**config.mk**
```make
export PLATFORM = sky130hd
export DESIGN_NAME = rsi_sqrt_cell
export DESIGN_NICKNAME = d
export VERILOG_FILES = /design/src/sv/rsi_pkg.sv /design/src/sv/rsi_sqrt_cell.sv
export SDC_FILE = /design/constraint.sdc
export NUM_CORES = 1
export LEC_CHECK = 0
export BUFFER_PORTS_ARGS = -buffer_cell sky130_fd_sc_hd__buf_4
export CAP_MARGIN = 0
export CORE_AREA = 4 4 329 331
export CTS_CLUSTER_DIAMETER = 60
export CTS_CLUSTER_SIZE = 40
export DETAILED_ROUTE_END_ITERATION = 8
export DIE_AREA = 0 0 333 335
export GPL_TIMING_DRIVEN = 0
export SLEW_MARGIN = 20
export SYNTH_ARGS = -nofsm -noshare
export SYNTH_HDL_FRONTEND = slang
export SYNTH_SLANG_ARGS = --single-unit
```
**constraint.sdc**
```tcl
create_clock -name clock -period 3.4 [get_ports clock]
set_clock_uncertainty 0.1 [all_clocks]
set_input_delay 0 -clock clock [delete_from_list [all_inputs] [get_ports clock]]
set_output_delay 0 -clock clock [all_outputs]
set_load 0.05 [all_outputs]
```
**src/sv/rsi_pkg.sv**
```systemverilog
// shared constants, codes and types for the ray sphere intersection pipeline
`timescale 1ns / 1ps

package rsi_pkg;

   // number formats
   localparam int FRAC_BITS  = 16;
   localparam int COORD_BITS = 32;

   // derived widths
   localparam int CW  = COORD_BITS;          // coordinate and radius
   localparam int TW  = CW - 1;              // ray parameter
   localparam int PW  = 2 * CW;              // magnitude of a, b, c and single products
   localparam int BW  = 2 * CW + 2;          // signed b and c
   localparam int XW  = 2 * PW;              // b*b and a*c
   localparam int QW  = 4 * CW + 2;          // discriminant, even for digit pairs
   localparam int RW  = QW / 2;              // square root
   localparam int RMW = 2 * CW + 4;          // square root partial remainder
   localparam int NW  = 2 * CW + 3;          // signed root numerators
   localparam int DW  = 3 * CW + FRAC_BITS;  // division remainder and divisor

   // chain lengths
   localparam int SQ_CELLS  = QW / 2;
   localparam int DIV_CELLS = CW - 1;

   // root classification
   localparam logic [1:0] ST_LOW  = 2'd0;    // root not positive
   localparam logic [1:0] ST_DIV  = 2'd1;    // root in range, quotient valid
   localparam logic [1:0] ST_HIGH = 2'd2;    // root beyond the limit

   // side data carried along the square root chain
   typedef struct packed {
      logic                 miss;
      logic [PW-1:0]        a;
      logic signed [BW-1:0] b;
      logic [TW-1:0]        tl;
   } sq_pass_type;

   // side data carried along the divider chain
   typedef struct packed {
      logic          miss;
      logic [TW-1:0] tl;
      logic [1:0]    st0;
      logic [1:0]    st1;
   } dv_pass_type;

   // magnitude of a signed coordinate, the most negative value included
   function automatic logic [CW-1:0] mag(input logic signed [CW-1:0] v);
      return v[CW-1] ? CW'(-v) : CW'(v);
   endfunction

endpackage

```
**src/sv/rsi_sqrt_cell.sv**
```systemverilog
// one digit pair step of the integer square root chain
`timescale 1ns / 1ps

module rsi_sqrt_cell (
   input  logic                    clock,
   input  logic                    reset,
   input  logic                    en,
   input  logic                    v_i,
   input  logic [rsi_pkg::RMW-1:0] rem_i,
   input  logic [rsi_pkg::RW-1:0]  root_i,
   input  logic [rsi_pkg::QW-1:0]  qr_i,
   input  rsi_pkg::sq_pass_type    pass_i,
   output logic                    v_o,
   output logic [rsi_pkg::RMW-1:0] rem_o,
   output logic [rsi_pkg::RW-1:0]  root_o,
   output logic [rsi_pkg::QW-1:0]  qr_o,
   output rsi_pkg::sq_pass_type    pass_o
);
   import rsi_pkg::*;

   logic [RMW-1:0] rem_sh, trial;
   logic [RMW-1:0] rem_in, rem_ff;
   logic [RW-1:0]  root_in, root_ff;
   logic [QW-1:0]  qr_ff;
   sq_pass_type    pass_ff;
   logic           v_ff;

   // bring down the next digit pair and try the next root bit
   always_comb begin
      rem_sh = {rem_i[RMW-3:0], qr_i[QW-1:QW-2]};
      trial  = RMW'({root_i, 2'b01});
      if (rem_sh >= trial) begin
         rem_in  = rem_sh - trial;
         root_in = {root_i[RW-2:0], 1'b1};
      end else begin
         rem_in  = rem_sh;
         root_in = {root_i[RW-2:0], 1'b0};
      end
   end

   always_ff @(posedge clock) begin
      if (reset) begin
         v_ff <= 1'b0;
      end else if (en) begin
         v_ff <= v_i;
      end
      if (en) begin
         rem_ff  <= rem_in;
         root_ff <= root_in;
         qr_ff   <= {qr_i[QW-3:0], 2'b00};
         pass_ff <= pass_i;
      end
   end

   assign v_o    = v_ff;
   assign rem_o  = rem_ff;
   assign root_o = root_ff;
   assign qr_o   = qr_ff;
   assign pass_o = pass_ff;

endmodule

```
# Word level (Yosys, flattened, before mapping)
# Cells that the tools add are included.
[word_totals] reg_bits=424 input_bits=429 output_inout_bits=426 wordCells=12
[classes] addsub=1 magnitude_cmp=1 n_mux=2
[ops] operator="$ge A68 B67 Y1" count=1
[ops] operator="$mux W68" count=1
[ops] operator="$sub A68 B67 Y68" count=1
[ops] operator="$mux W1" count=1

# Longest topological paths before layout
[depth] ltp_word=2 depth_mapped=15

# Worst setup path after synthesis
# Ideal clock, no wire load.
[synth_path] kind="input to register" from="input port root_i[15] (netlist bit)" to="register rem_ff[65], in the netlist rem_o[65] (data pin)" setup_time_ps=264 t_arrival_ps=2525 required_ps=3036 path_slack_ps=511 cell_stages=15 n_path_buf=3 cell_sequence="inv_1 ha_1 buf_6 a21oi_4 o21ai_0 or2_0 o31ai_4 nor4_1 or4_1 a21boi_2 buf_6 buf_6 a21oi_1 a21oi_1 nand3_1"
[synth_via] elab_chain_cells=2 elab_cells_between_ends=3 classes_between="1 x add/sub; 1 x order compare; 1 x mux"
[synth_rtl] element="start, declared" line_no="rsi_sqrt_cell.sv:10" rtl="input logic [rsi_pkg::RW-1:0] root_i,"
[synth_rtl] element="$sub A68 B67 Y68 / $ge A68 B67 Y1 (equally long branches)" line_no="rsi_sqrt_cell.sv:33, rsi_sqrt_cell.sv:32"
[synth_rtl] element="$mux W68 *" line_no="rsi_sqrt_cell.sv:32" rtl="if (rem_sh >= trial) begin"
[synth_rtl] element="net rem_in[65]" line_no="rsi_sqrt_cell.sv:22" rtl="logic [RMW-1:0] rem_in, rem_ff;"
[synth_rtl] element="end signal, assigned" line_no="rsi_sqrt_cell.sv:48" rtl="rem_ff <= rem_in;"
[synth_rtl] element="end, declared" line_no="rsi_sqrt_cell.sv:22"
# Mark *: on every way through the listed nets, which the timed path passes. The rest lies on a longest branch.
# A chain may end at the register's enable or synchronous reset.

# Final worst setup path
[layout_path] from="input port rem_i[60] (netlist bit)" to="register rem_ff[63], in the netlist rem_o[63] (data pin)"
[layout_via] elab_chain_cells=2 elab_cells_between_ends=3 classes_between="1 x add/sub; 1 x order compare; 1 x mux"
[layout_rtl] element="start, declared" line_no="rsi_sqrt_cell.sv:9" rtl="input logic [rsi_pkg::RMW-1:0] rem_i,"
[layout_rtl] element="$sub A68 B67 Y68 / $ge A68 B67 Y1 (equally long branches)" line_no="rsi_sqrt_cell.sv:33, rsi_sqrt_cell.sv:32"
[layout_rtl] element="$mux W68 *" line_no="rsi_sqrt_cell.sv:32"
[layout_rtl] element="net rem_in[63]" line_no="rsi_sqrt_cell.sv:22"
# Marked as above.

==> flow_metrics.py <==
metrics = {
    "run_status": {
        "status": "finished, violations left",
        "violations": "negative hold slack, negative setup slack",
    },
    "floorplan": {
        "core-area_sq_mm": 0.105,
        "rows": 119,
        "num_io_pins": 855,
        "die-area_sq_mm": 0.112,
        "die_w_microns": 333,
        "initial_core_util": 0.172,
        "die-height_microns": 335,
    },
    "yosys": {
        "syn_avg_cell_area_sq_um": 14.1,
        "ys_ff_latch": 424,
        "async_reset_ff_frac": 0,
        "syn_area_sq_mm": 0.0181,
        "synth_edf_count": 423,
        "synth-seq-area-share": 0.705,
        "synthDistinctLibCells": 69,
        "synthCells": 1284,
        "yosys_warnings": 0,
        "synthFlopType": "edfxtp_1",
    },
    "route": {
        "vias": 17600,
        "first_pass_iters": 5,
        "ant_nets": 0,
        "wl_per_cell_microns": 20.8,
        "wirelength_microns": 90600,
        "drc": 0,
        "drt_iter0_drc": 847,
        "viasPerCell": 4.04,
    },
    "sta": {
        "worstMarginPinSlew_ns": 0.969,
        "layout_setup_ws_ns": -0.0542,
        "min_period_ns": 3.45,
        "timing.hold.ws_ns": -0.539,
        "max_slew_margin": 0.346,
        "finalCritPeriodShare": 1.02,
        "timing.final.hold_violations": 21,
        "rsz0062_at_grt": "yes",
        "setup_viol": 4,
        "fmax_mhz": 290,
        "drv_slew": 0,
    },
    "global_routing": {
        "grt-ovfl-total": 0,
        "grt_pass1_vias": 18300,
        "grt_pass1_wl_microns": 126000,
        "antenna_found_initial": 24,
        "grt_max_degree": 100,
        "grt_usage": 0.152,
    },
    "hold_path": {
        "hold_path_class": "primary input to flop",
    },
    "placed_design": {
        "dp_hpwl_microns": 65600,
        "port_buffers": 850,
        "place_congestion": 0.892,
    },
    "finish": {
        "final_cell_mix": "buf_4 (852), dlygate4sd3_1 (720), edfxtp_1 (423)",
        "nets": 3410,
        "fin_util": 0.338,
        "syn_to_final_growth_pct": 97.1,
        "layout_commonest_cell": "buf_4",
        "drive_gt1_frac": 0.339,
    },
    "pwr": {
        "power_density_mw_per_mm2": 505,
        "ir_drop_uv": 468,
        "finalPower_uw": 18000,
        "p_leak_uw": 0.0148,
    },
    "critical_path": {
        "cp.required_ns": 3.69,
        "crit_arrival_ns": 3.74,
        "start_kind": "primary input",
        "cp_max_fo": 10,
        "endpoint_kind": "flop",
        "critPathKind": "primary input to flop",
    },
    "cts": {
        "clkTransAtPathRegs_ns": 0.07,
        "cts_root_buf": "clkbuf_16",
        "htree_levels": 2,
        "numCtsBuffers": 53,
        "clock_latency_ns": 0.63,
        "cts_tree": "built",
        "cts_buffer_depth": 3,
        "clock_sink_count": 424,
    },
    "flow_run": {
        "maxCapViolCount": 0,
    },
}
==> worst max-delay path, stage by stage <==
cell,delay [ns]
buf_4,0.11
dlygate4sd3_1,0.58
ha_1,0.41
a21o_1,0.19
a21oi_1,0.19
o21ai_0,0.14
or3_1,0.44
or4_1,0.57
a21boi_4,0.22
buf_6,0.18
buf_6,0.25
buf_6,0.22
nand2_1,0.07
o31ai_1,0.12
==> layer usage <==
| layer | global-route usage | up-vias | part of all wire |
|---|---|---|---|
| li1 | - | 8116 | - |
| met4 | 0.0639 | 2 | 0.042 |
| met5 | 0 | - | 0.00014 |
| met3 | 0.0369 | 149 | 0.062 |
| met1 | 0.162 | 8655 | 0.36 |
| met2 | 0.285 | 716 | 0.53 |
==> cell type report <==
type / instances / area [sq um]
inverters: 89 / 337
fillers: 10200 / 69500
repair buffers: 1575 / 13700
flip-flops and latches: 424 / 12700
diodes: 13 / 32.5
multi-input cells: 725 / 4770
plain buffers: 46 / 273
clock buffers: 56 / 1360
clock inverters: 44 / 623
well taps: 1391 / 1740
==> through the flow <==
step / instance area, sq um / cells / setup WS (ns) / TNS (ns)
after floorplan: 18100 / 1285 / 0.511 / 0
after global placement: 26200 / 3526 / -1.52 / -629.89
after detailed placement: 26300 / 3530 / -0.900 / -42.35
after CTS: 35200 / 4324 / 0.0369 / 0
after global routing: 35600 / 4360 / -0.0948 / -0.315
final: 35600 / 4363 / -0.0542 / -0.130
==> report_power, final <==
group	internal, uW	switching [uW]	total [uW]
Sequential	6330	168	6500
Combinational	1910	3250	5160
Clock	3410	2880	6290
==> synth_stat cells (7+ instances only) <==
cell type    n  area (sq um)
o21ai_0     74           370
o211ai_1     8          60.1
nand2_1    123           462
nand2b_1    11          68.8
nor3_1       7          35.0
nand4_1     26           163
nand3_1     16          80.1
o21a_1       9          67.6
clkbuf_1    27           101
inv_1       88           330
o21bai_1    17           128
buf_6       11           124
nor2_1      49           184
a31oi_1      7          43.8
xnor2_1     33           289
a21oi_1     89           445
a21o_1      29           218
xor2_1      29           254
o21ai_1     24           120
edfxtp_1   423         12700
ha_1        67           838
==> worst paths after layout <==
| kind | depth (start not counted) | startpoint | slack [ns] | to |
|---|---|---|---|---|
| hold reg to reg | 3 | v_o$_SDFFE_PP0P_ | 0.99 | v_o$_SDFFE_PP0P_ |
| setup reg to reg | 3 | v_o$_SDFFE_PP0P_ | 2.13 | v_o$_SDFFE_PP0P_ |
| hold / removal | 1 | root_i[3] | -0.54 | root_o[4]$_DFFE_PP_ |
| setup / recovery | 14 | rem_i[60] | -0.05 | rem_o[63]$_DFFE_PP_ |
==> cell families after synthesis <==
kind of cell               Yosys count  share of synthesized area
other                                1                   0.000208
xor gates and xnor gates            62                     0.0301
DFF                                424                      0.705
AOI/OAI and AO/OA                  313                      0.110
adders and majority gates           67                     0.0464
and+or+nand+nor                    275                     0.0712
buffers and inverters              136                     0.0339
muxes                                6                    0.00360
==> timing repair <==
action                                 4_1_cts  5_1_grt
setup buffers                                1        0
endpoints found under the hold margin      473       38
pin swaps                                    1        2
hold buffers                               693       27
resized for setup                            1       14
setup endpoints to repair                    8       24
==> sequential cells by signal (all words and copies together), names as in the netlist <==
register / flops
v_o: 1
pass_o: 162
qr_o: 128
root_o: 65
rem_o: 68
(Power assumes the default switching activity.)
