===== src/sv/rsi_pkg.sv =====
// shared constants, codes and types for the ray sphere intersection pipeline
`timescale 1ns / 1ps

package rsi_pkg;

   // number formats
   localparam int FRAC_BITS  = 16;
   localparam int COORD_BITS = 32;

   // derived widths
   localparam int CW  = COORD_BITS;          // coordinate and radius
   localparam int TW  = CW - 1;              // ray parameter
   localparam int PW  = 2 * CW;              // magnitude of a, b, c and single products
   localparam int BW  = 2 * CW + 2;          // signed b and c
   localparam int XW  = 2 * PW;              // b*b and a*c
   localparam int QW  = 4 * CW + 2;          // discriminant, even for digit pairs
   localparam int RW  = QW / 2;              // square root
   localparam int RMW = 2 * CW + 4;          // square root partial remainder
   localparam int NW  = 2 * CW + 3;          // signed root numerators
   localparam int DW  = 3 * CW + FRAC_BITS;  // division remainder and divisor

   // chain lengths
   localparam int SQ_CELLS  = QW / 2;
   localparam int DIV_CELLS = CW - 1;

   // root classification
   localparam logic [1:0] ST_LOW  = 2'd0;    // root not positive
   localparam logic [1:0] ST_DIV  = 2'd1;    // root in range, quotient valid
   localparam logic [1:0] ST_HIGH = 2'd2;    // root beyond the limit

   // side data carried along the square root chain
   typedef struct packed {
      logic                 miss;
      logic [PW-1:0]        a;
      logic signed [BW-1:0] b;
      logic [TW-1:0]        tl;
   } sq_pass_type;

   // side data carried along the divider chain
   typedef struct packed {
      logic          miss;
      logic [TW-1:0] tl;
      logic [1:0]    st0;
      logic [1:0]    st1;
   } dv_pass_type;

   // magnitude of a signed coordinate, the most negative value included
   function automatic logic [CW-1:0] mag(input logic signed [CW-1:0] v);
      return v[CW-1] ? CW'(-v) : CW'(v);
   endfunction

endpackage


===== src/sv/rsi_div_cell.sv =====
// one quotient bit step for both root divisions
`timescale 1ns / 1ps

module rsi_div_cell (
   input  logic                   clock,
   input  logic                   reset,
   input  logic                   en,
   input  logic                   v_i,
   input  logic [rsi_pkg::DW-1:0] rem0_i,
   input  logic [rsi_pkg::DW-1:0] rem1_i,
   input  logic [rsi_pkg::TW-1:0] quot0_i,
   input  logic [rsi_pkg::TW-1:0] quot1_i,
   input  logic [rsi_pkg::DW-1:0] dvs_i,
   input  rsi_pkg::dv_pass_type   pass_i,
   output logic                   v_o,
   output logic [rsi_pkg::DW-1:0] rem0_o,
   output logic [rsi_pkg::DW-1:0] rem1_o,
   output logic [rsi_pkg::TW-1:0] quot0_o,
   output logic [rsi_pkg::TW-1:0] quot1_o,
   output logic [rsi_pkg::DW-1:0] dvs_o,
   output rsi_pkg::dv_pass_type   pass_o
);
   import rsi_pkg::*;

   logic          ge0, ge1;
   logic [DW-1:0] rem0_ff, rem1_ff, dvs_ff;
   logic [TW-1:0] quot0_ff, quot1_ff;
   dv_pass_type   pass_ff;
   logic          v_ff;

   // restoring step against the shifted divisor
   always_comb begin
      ge0 = rem0_i >= dvs_i;
      ge1 = rem1_i >= dvs_i;
   end

   always_ff @(posedge clock) begin
      if (reset) begin
         v_ff <= 1'b0;
      end else if (en) begin
         v_ff <= v_i;
      end
      if (en) begin
         rem0_ff  <= ge0 ? rem0_i - dvs_i : rem0_i;
         rem1_ff  <= ge1 ? rem1_i - dvs_i : rem1_i;
         quot0_ff <= {quot0_i[TW-2:0], ge0};
         quot1_ff <= {quot1_i[TW-2:0], ge1};
         dvs_ff   <= dvs_i >> 1;
         pass_ff  <= pass_i;
      end
   end

   assign v_o     = v_ff;
   assign rem0_o  = rem0_ff;
   assign rem1_o  = rem1_ff;
   assign quot0_o = quot0_ff;
   assign quot1_o = quot1_ff;
   assign dvs_o   = dvs_ff;
   assign pass_o  = pass_ff;

endmodule


===== config.mk =====
export PLATFORM = sky130hd
export DESIGN_NAME = rsi_div_cell
export DESIGN_NICKNAME = d
export VERILOG_FILES = /design/src/sv/rsi_pkg.sv /design/src/sv/rsi_div_cell.sv
export SDC_FILE = /design/constraint.sdc
export NUM_CORES = 1
export LEC_CHECK = 0
export BUFFER_PORTS_ARGS = -buffer_cell sky130_fd_sc_hd__buf_2
export CAP_MARGIN = 10
export CORE_AREA = 2 2 338 340
export DETAILED_ROUTE_END_ITERATION = 16
export DIE_AREA = 0 0 340 342
export PLACE_DENSITY = 0.51
export SKIP_LAST_GASP = 1
export SLEW_MARGIN = 10
export SYNTH_ARGS = -nofsm -noshare
export SYNTH_HDL_FRONTEND = slang
export SYNTH_SLANG_ARGS = --single-unit

===== constraint.sdc =====
create_clock -name clock -period 12.3 [get_ports clock]
set_clock_uncertainty 0.2 [all_clocks]
set_input_delay 2.46 -clock clock [delete_from_list [all_inputs] [get_ports clock]]
set_output_delay 2.46 -clock clock [all_outputs]
set_load 0.05 [all_outputs]

; ---- Word-level counts from Yosys, hierarchy flattened
; Index checks and enable logic that the tools add are counted.
[totals]
register_bits = 434
input_bits = 438
out_inout_bits = 435
elab_cells = 16
[classes]
add_sub_neg = 2
n_lt_le_gt_ge = 2
muxes = 2
[op_table]
columns = cell, n
row1 = >= comparator 112 bit, 2
row2 = two-way mux 112 bit, 2
row3 = subtractor 112 bit, 2

; ---- Longest topological paths before layout
; Gate-level depths: netlist of run 1.
[logic_depth]
word_depth = 2
depth_mapped = 17
mapped_depth_nobuf = 16

; ---- Worst setup path after synthesis of run 1
; OpenSTA, ideal clock, no wires.
[synth_timing]
kind = input -> register
start = input port dvs_i[35] (netlist bit)
end = register rem0_ff[99] (netlist: rem0_o[99]), data pin
setup_ns = 0.262
arrival_ns = 5.622
required_time_ns = 11.838
path_slack_ns = 6.215
cell_stages = 14
n_path_buf = 1
path_cell_list = inv_1 -> ha_1 -> clkbuf_8 -> nand4_1 -> or4_1 -> o311a_1 -> nand3_2 -> a31oi_4 -> o41ai_4 -> a31oi_4 -> o41ai_4 -> nor2_1 -> xnor2_1 -> mux2_1
[synth_between]
elab_chain_len = 2
word_cells_on_any_way = 3
cone_classes = 1 x add/sub / 1 x order compare / 1 x mux
[synth_lines]
columns = element, line_no
row1 = start: declaration, rsi_div_cell.sv:13  ; input logic [rsi_pkg::DW-1:0] dvs_i,
row2 = subtractor 112 bit or >= comparator 112 bit (tied branches), "rsi_div_cell.sv:44, rsi_div_cell.sv:33"
row3 = two-way mux 112 bit (*), rsi_div_cell.sv:44  ; rem0_ff <= ge0 ? rem0_i - dvs_i : rem0_i;
row4 = end signal: assignment, rsi_div_cell.sv:44
row5 = end: declaration, rsi_div_cell.sv:26  ; logic [DW-1:0] rem0_ff, rem1_ff, dvs_ff;
; Every way passes the cells marked *; elsewhere a longest branch is shown, timed or not.
; A chain may end at the register's enable or synchronous reset.

; ---- Worst setup path after layout of run 1
[layout_timing]
start = input port dvs_i[0] (netlist bit)
end = register rem0_ff[65] (netlist: rem0_o[65]), data pin
; The elaborated chain is that of the path after synthesis.

==> results.md, run 1 <==
- The kind of critical path is input port to flip-flop.
- The worst setup margin is 4.82 ns.
- The combinational fraction of design power is 35.7%.
- edfxtp_1 takes more of the synthesized area than any other cell.
- The actual slew at the worst max-slew pin is 1.31 ns.
- The post-place setup slack is 4.05 ns.
- The area growth from synthesis to layout is 25.4%.
- The total of hold buffers inserted after clock tree synthesis is 0.
- The adder and majority cell fraction of the synthesized area is 9.42%.
- The worst setup path is captured at a flip-flop.
- In this run the count of I/O pins placed on the die edge is 873.
- The library cell with the highest instance count after synthesis is a21oi_1.
- Before antenna repair, the detailed router went through 6 iterations.
- The longest clock path from root to sink contains 3 buffers.
- The hold violation total from the final report is 0.
- The signal on the critical path passes through buf_2 > ha_1 > fa_1 > nor2b_1 > o31ai_1 > a21oi_1 > or2_2 > a41oi_1 > o21ai_0 > a21oi_1 > buf_4 > o21ai_4 > buf_4 > buf_4 > mux2_2.
- After synthesis, the most frequently instantiated cells are a21oi_1, edfxtp_1, nor2_1.
- In this run switching power makes up 39.3% of total power.
- The total count of max-transition violations in the final report came to 0.
- The delay of the slowest cell on the worst path is 0.91 ns.
- The first global-routing pass estimated 184000 um of wire.
- Setup violations remaining at the end of the flow were counted as 0.
- In the synthesized netlist the async set-or-reset flop fraction comes to 0%.
- Multiplexer cells account for 0.776% of the synthesized area.
- The buffers inserted during post-CTS setup optimization is 0.
- Once the floorplan was initialized, standard cells occupied 26.7% of the core.
- The share of the clock period used by the worst path after layout is 60.8%.
- The synthesized design contains 434 register bits.
- The synthesized netlist devotes 21.1% of its cell area to compound gates.
- The post-cts repair resize count is 0.
- The run finished with clean final reports.
- The filler-free cell count of the finished design is 5617.
- The part of the power in the clock network is 30.6%.
- The most used flip-flop cell after synthesis is edfxtp_1.
- The per-cell via count in the routed design is 5.04.
- The type of element launching the critical path is an input port.
- The leakage power is 16.0 nW.
- The cell area after technology mapping is 30200 um2.
- Of the total synthesized cell area, the portion taken by AND, OR, NAND and NOR gates is 14.7%.
- After floorplanning, the core was sized to cover 113000 um2.
- The number of max-capacitance violations reported is 0.
- The total instance count after detailed placement is 5502.
- Yosys printed 0 warnings.
- After routing the design area is 37800 um2.
- The clock reaches the later pin of the worst-skew pair after 0.63 ns.
- The final layout contains routed wiring with a total length of 130000 um.
- The share of final-layout standard cells stronger than drive strength 1 is 25.0%.
- The worst hold slack is 0.297 ns.
- The biggest fanout along the worst timing path is 77.
- Entering global routing, the biggest net connects 146 pins.
- The top-area cell type share of the netlist area is 43.1%.
- The net switching power of the design is 2.20 mW.
- Counting every instance in the synthesized netlist gives 3267.
- From left edge to right edge, the die measures 340 um.
- The maximum vdd drop is 0.000132 V.
- The overall power after layout is 5.60 mW.
- The detail route stage leaves a number of antenna-violating nets equal to 0.
- The arrival time of data at the critical path endpoint is 7.67 ns.
- The min-delay analysis places its worst path in the category flip-flop to flip-flop.
- The synthesized netlist devotes 6.10% of its cell area to XOR and XNOR gates.
- The library cell contributing the largest single delay on the critical path is o21ai_0.
- The count of flip-flops with a built-in enable after synthesis is 433.
- The post-detailed-placement cell area is 35900 um2.
- Setup repair after global routing left no endpoint under its margin.
- The number of H-tree branching levels is 2.
- Global routing used 21.3% of the available tracks across all layers.
- Measured on the finished design, the core utilization comes to 33.4%.
- Power spread over the standard cell area amounts to 148 nW/um2.
- The average cell area after synthesis is 9.23 um2.
- The final-layout setup total negative slack is 0 ns.
- The count of input and output buffers is 869.
- The total internal power is 3.40 mW.
- The count of standard-cell rows is 124.
- Clock tree synthesis inserted a total of 55 buffers.
- The total via count after detailed routing is 28300.
- The CTS sink count is 434.
- The average wire per cell in the routed design is 23.1 um.
- For this run, the post-layout net count is 4711.
- In this run, distinct cell masters in the synthesized netlist total 82.
- Counting every net in the synthesized netlist gives 3931.
- Summed over all layers, the global routing overflow is 0.
- The number of remaining DRC errors is 0.
- The die outline area is 116000 um2.
- The number of antenna violations at the first check in global routing is 30.
- By area, the combinational part of the netlist is dominated by compound AO/OA/AOI/OAI gates.
- Sequential cells account for 33.7% of the total power.
- After clock tree synthesis, the clock-pin slew on the worst setup and hold paths is 0.06 ns.
- The HPWL reported at the end of detailed placement is 108000 um.
- CTS placed an instance of clkbuf_16 at the clock tree root.
- The most numerous cell on the critical path is buf_4.
- The chip height is 342 um.
- TritonCTS built the clock tree.
- The worst slew margin relative to its limit is 10.4%.
- Sequential cells were found to cover 43.2% of the synthesized design area.
- STA puts the critical path data required time at 12.49 ns.
- The detailed router finished its first iteration with 2192 violations.
- The final RePlAce weighted congestion is 0.915.
- Timing would allow up to 0.134 GHz.
- The clock period minus final worst setup slack is 7.48 ns.
- By area the synthesized netlist is led by edfxtp_1, ha_1, a21oi_1.
- The via count of the first global-routing pass is 27000.
-- worst max-delay path: cells and delay by family --
kind	cells	cell delay [ns]
simple gates	2	0.44
compound gates	6	1.95
fa+ha+maj	2	0.62
buf+inv	4	1.63
mux	1	0.42
-- state kept, by name, summed over array words and instances (netlist names) --
register	flops
dvs_o	111
v_o	1
rem0_o	112
quot1_o	31
rem1_o	112
pass_o	36
quot0_o	31
-- layout by cell type, fill, tap and decap left out, drive strengths merged, types with 37 or more instances in the layout --
| cell type | n |
|---|---|
| edfxtp | 433 |
| a21oi | 498 |
| nand2 | 257 |
| ha | 224 |
| nand3 | 47 |
| nand4 | 111 |
| nor3 | 42 |
| xor2 | 85 |
| buf | 892 |
| o21bai | 55 |
| inv | 192 |
| nor2 | 353 |
| o21ai | 215 |
| a21o | 87 |
| clkbuf | 61 |
| xnor2 | 125 |
| o21a | 37 |
-- power groups by stage --
stage	combinational, mW	clock (mW)	sequential [mW]
5_1_grt	2.13	1.81	1.90
3_3_place_gp	1.99	0	1.92
3_5_place_dp	1.99	0	1.92
6_report	2.00	1.72	1.89
4_1_cts	2.00	1.77	1.89
2_1_floorplan	0.781	0	2.50
-- layer usage --
layer / up-vias / share of wire [%] / GRT usage [%]
li1: 13600 / - / -
met1: 13400 / 43 / 28.0
met2: 1079 / 47 / 35.5
met3: 137 / 8.0 / 4.83
met4: 22 / 2.0 / 4.68
met5: - / 0.11 / 0
-- cell families (layout without fill, tap and decap cells) --
logic type               after synthesis  count (layout)
adder cells (fa/ha/maj)              226             226
multiplexers                          21              21
other                                  1              16
XOR/XNOR                             210             210
buffers and inverters                355            1178
flip-flops                           434             434
AO/OA/AOI/OAI                       1063            1063
AND/OR/NAND/NOR                      957             957
-- area by class of cell --
cell class / count / area [um2]
fillers: 12000 / 75300
multi-input cells: 2478 / 15700
flip-flops and latches: 434 / 13000
repair buffers: 892 / 4560
well taps: 1512 / 1890
clock buffers: 61 / 1420
inverters: 186 / 703
clock inverters: 39 / 462
diodes: 15 / 37.5
-- path summary, 6_finish.rpt --
kind | slack [ns] | to | start | cells past startpoint
setup / recovery | 4.82 | rem0_o[65]$_DFFE_PP_ | dvs_i[0] | 15
hold / removal | 0.30 | v_o$_SDFFE_PP0P_ | v_o$_SDFFE_PP0P_ | 2
setup reg to reg | 11.51 | v_o$_SDFFE_PP0P_ | v_o$_SDFFE_PP0P_ | 2
hold reg to reg | 0.30 | v_o$_SDFFE_PP0P_ | v_o$_SDFFE_PP0P_ | 2
No activity file was read; power rests on OpenSTA's default activity.
==> inputs of run 2 (changes only) <==
CORE_AREA = 2 2 340 342   (was 2 2 338 340)
DIE_AREA = 0 0 342 344   (was 0 0 340 342)
PLACE_DENSITY = 0.52   (was 0.51)
clock period = 6 ns   (was 12.3 ns; I/O delays follow)
==> run 2 against run 1 <==
Against the previous run:
- worst setup slack got worse by 4.3 ns
- cell count up 2.3%
- register-to-register slack lost 6.3 ns
- largest cell class unchanged
- critical endpoint is now rem0_o[109]$_DFFE_PP_
==> results.md, run 2 (same netlist as run 1, synthesis figures left out) <==
- The count of input and output buffers is 869 (unchanged).
- The later-pin clock latency in the skew report is 0.63 ns (about the same).
- The worst path buffer plus inverter count is 4 (unchanged).
- The worst-case register-to-register setup slack was 5.23 ns (was 11.51 ns).
- The global-route wire length before repair is 187000 um (was 184000 um).
- Timing would allow up to 0.184 GHz.
- The launch point of the worst reg-to-reg path is v_o$_SDFFE_PP0P_ (unchanged).
- The total via count after detailed routing came to 28900 (was 28300).
- The antenna violation net count after detailed routing came to 0 (unchanged).
- The detailed router's first-iteration violation count came to 2357 (was 2192).
- The chip height is 344 um (was 342 um).
- The boundary pin count was 873 (unchanged).
- The number of H-tree branching levels is 2 (unchanged).
- Worst-path cell chain: buf_2 > inv_1 > ha_1 > a21oi_1 > nor2b_1 > a2111oi_0 > buf_4 > or3_1 > a211oi_1 > buf_4 > or3b_1 > o21ai_1 > a21oi_1 > nand3b_1 > o41ai_1 > xnor2_1 > a21oi_1 (was buf_2 > ha_1 > fa_1 > nor2b_1 > o31ai_1 > a21oi_1 > or2_2 > a41oi_1 > o21ai_0 > a21oi_1 > buf_4 > o21ai_4 > buf_4 > buf_4 > mux2_2).
- The cell depth of the worst flop-to-flop path is 2 (unchanged).
- The final-layout setup total negative slack was 0 ns (unchanged).
- The total non-filler cell area in the finished layout is 38800 um2 (was 37800 um2).
- The area of the core is 114000 um2 (was 113000 um2).
- The leakage power is 16.6 nW (was 16.0 nW).
- Dividing the final minimum period by the clock period gives 90.7%.
- The total count of max-transition violations in the final report was 0 (unchanged).
- The total stage count of the critical path is 17 (was 15).
- The share of final-layout standard cells stronger than drive strength 1 is 27.3% (was 25.0%).
- The count of standard-cell rows is 124 (unchanged).
- The via count of the first global-routing pass is 27700 (was 27000).
- The effective utilization at floorplan is 26.5% (was 26.7%).
- The delay of the slowest cell on the worst path is 0.53 ns (was 0.91 ns).
- The number of cells on the worst hold path was 2 (unchanged).
- The post-place setup slack is -0.0451 ns (was 4.05 ns).
- The total congestion overflow is 0 (unchanged).
- The number of setup violations in the final report is 0 (unchanged).
- The type of the tightest min-delay check was flip-flop to flip-flop (unchanged).
- The worst hold path startpoint is v_o$_SDFFE_PP0P_ (unchanged).
- The average wire per cell in the routed design came to 23.0 um (was 23.1 um).
- The actual slew at the worst max-slew pin was 0.822 ns (was 1.31 ns).
- The nature of the critical path endpoint is a flip-flop (unchanged).
- The global-route usage over all layers is 21.3% (about the same).
- The kind of critical path is input port to flip-flop (unchanged).
- The maximum vdd drop is 0.000193 V (was 0.000132 V).
- The number of remaining DRC errors is 0 (unchanged).
- The worst slew margin relative to its limit is 43.8% (was 10.4%).
- The most common cell after layout, fill and taps aside is buf_2 (unchanged).
- The buffers inserted during post-CTS setup optimization is 0 (unchanged).
- The final RePlAce weighted congestion is 0.952 (was 0.915).
- The CTS tree is built (unchanged).
- Commonest non-fill, non-tap cells in the layout: buf_2, a21oi_1, edfxtp_1 (unchanged).
- The routed wire length is 132000 um (was 130000 um).
- The biggest fanout along the worst timing path is 5 (was 77).
- The worst hold endpoint was v_o$_SDFFE_PP0P_ (unchanged).
- The master cell of the clock root buffer is clkbuf_16 (unchanged).
- The capture point of the worst reg-to-reg path is v_o$_SDFFE_PP0P_ (unchanged).
- The post-detailed-placement cell area came to 37000 um2 (was 35900 um2).
- The total number of nets in the final design was 4837 (was 4711).
- Setup repair after global routing missed its margin: no (unchanged).
- The die outline area is 118000 um2 (was 116000 um2).
- The number of antenna violations at the first check in global routing is 36 (was 30).
- The data required time at the worst endpoint is 6.17 ns (was 12.49 ns).
- The per-cell via count in the routed design is 5.03 (was 5.04).
- The CTS sink count is 434 (unchanged).
- The area growth from synthesis to layout is 28.7% (was 25.4%).
- The clock period minus final worst setup slack is 5.44 ns.
- The arrival time of data at the critical path endpoint was 5.62 ns (was 7.67 ns).
- The total of hold buffers inserted after clock tree synthesis came to 0 (unchanged).
- The largest net degree at the start of global routing is 117 (was 146).
- The number of max-capacitance violations reported is 0 (unchanged).
- The library cell contributing the largest single delay on the critical path is a2111oi_0 (was o21ai_0).
- The clock input transition at the sequential cells of the worst setup and hold paths came to 0.06 ns (about the same).
- The cell class contributing the biggest share of worst-path delay is compound AO/OA/AOI/OAI gates (unchanged).
- The total CTS buffers is 54 (was 55).
- The type of element launching the critical path is an input port (unchanged).
- Status: complete, no violations (unchanged).
- The filler cell count in the final layout is 11900 (was 12000).
- The areal power density over the cells is 297 nW/um2 (was 148 nW/um2).
- The maximum root-to-sink buffer count came to 3 (unchanged).
- The post-cts repair resize count is 0 (unchanged).
- The first-pass detailed-route iteration total is 6 (unchanged).
- The hold violation total from the final report is 0 (unchanged).
- The floorplan die width is 342 um (was 340 um).
- The HPWL reported at the end of detailed placement was 111000 um (was 108000 um).
- The most numerous cell on the critical path is a21oi_1 (was buf_4).
- The worst setup margin is 0.557 ns (was 4.82 ns).
## run 2: stage by stage
stage               util, %  total power, mW  hold slack [ns]  instances
finish                 34.1             11.5            0.289       5746
global route           34.1             12.0            0.319       5738
CTS                    34.1             11.6            0.294       5731
detailed placement     32.5             8.15            0.277       5629
global placement       32.5             8.16            0.268       5629
floorplan                 -             6.72            0.533       3267
## run 2: per-layer routing
layer / global-route usage, % / routed length (um) / vias to the layer above / share of wire [%]
li1: - / - / 13900 / -
met4: 5.63 / 3520 / 24 / 2.7
met1: 28.2 / 57600 / 13700 / 44
met3: 4.41 / 9740 / 179 / 7.4
met2: 35.4 / 61400 / 1139 / 46
met5: 0 / 161 / - / 0.12
## run 2: power by group
part / internal [mW] / switching [mW]
logic: 1.23 / 3.03
clock network: 1.99 / 1.42
registers: 3.77 / 0.0993
total: 6.98 / 4.55
## run 2: layout make-up
class                      count  area (um2)  share of cell area (%)
antenna                       15        37.5                  0.0967
clock buffer                  60        1400                    3.59
clock inverter                42         435                    1.12
inverter                     186         703                    1.81
multi-input combinational   2478       15700                    40.5
sequential                   434       13000                    33.5
tap                         1512        1890                    4.87
timing repair buffer        1019        5620                    14.5
## run 2: worst max path at each step
stage / startpoint / endpoint / slack [ns]
2_1_floorplan: dvs_i[35] / rem0_o[99]$_DFFE_PP_ / 1.18
3_3_place_gp: dvs_i[3] / rem0_o[109]$_DFFE_PP_ / -0.09
3_5_place_dp: dvs_i[3] / rem0_o[109]$_DFFE_PP_ / -0.05
4_1_cts: dvs_i[3] / rem0_o[109]$_DFFE_PP_ / 0.61
5_1_grt: dvs_i[3] / rem0_o[109]$_DFFE_PP_ / 0.29
6_report: dvs_i[3] / rem0_o[109]$_DFFE_PP_ / 0.56
## run 2: worst reg2reg max path, stage by stage (launching register included)
cell	delay, ns
dfxtp_1	0.30
mux2i_1	0.12
nor2_1	0.05
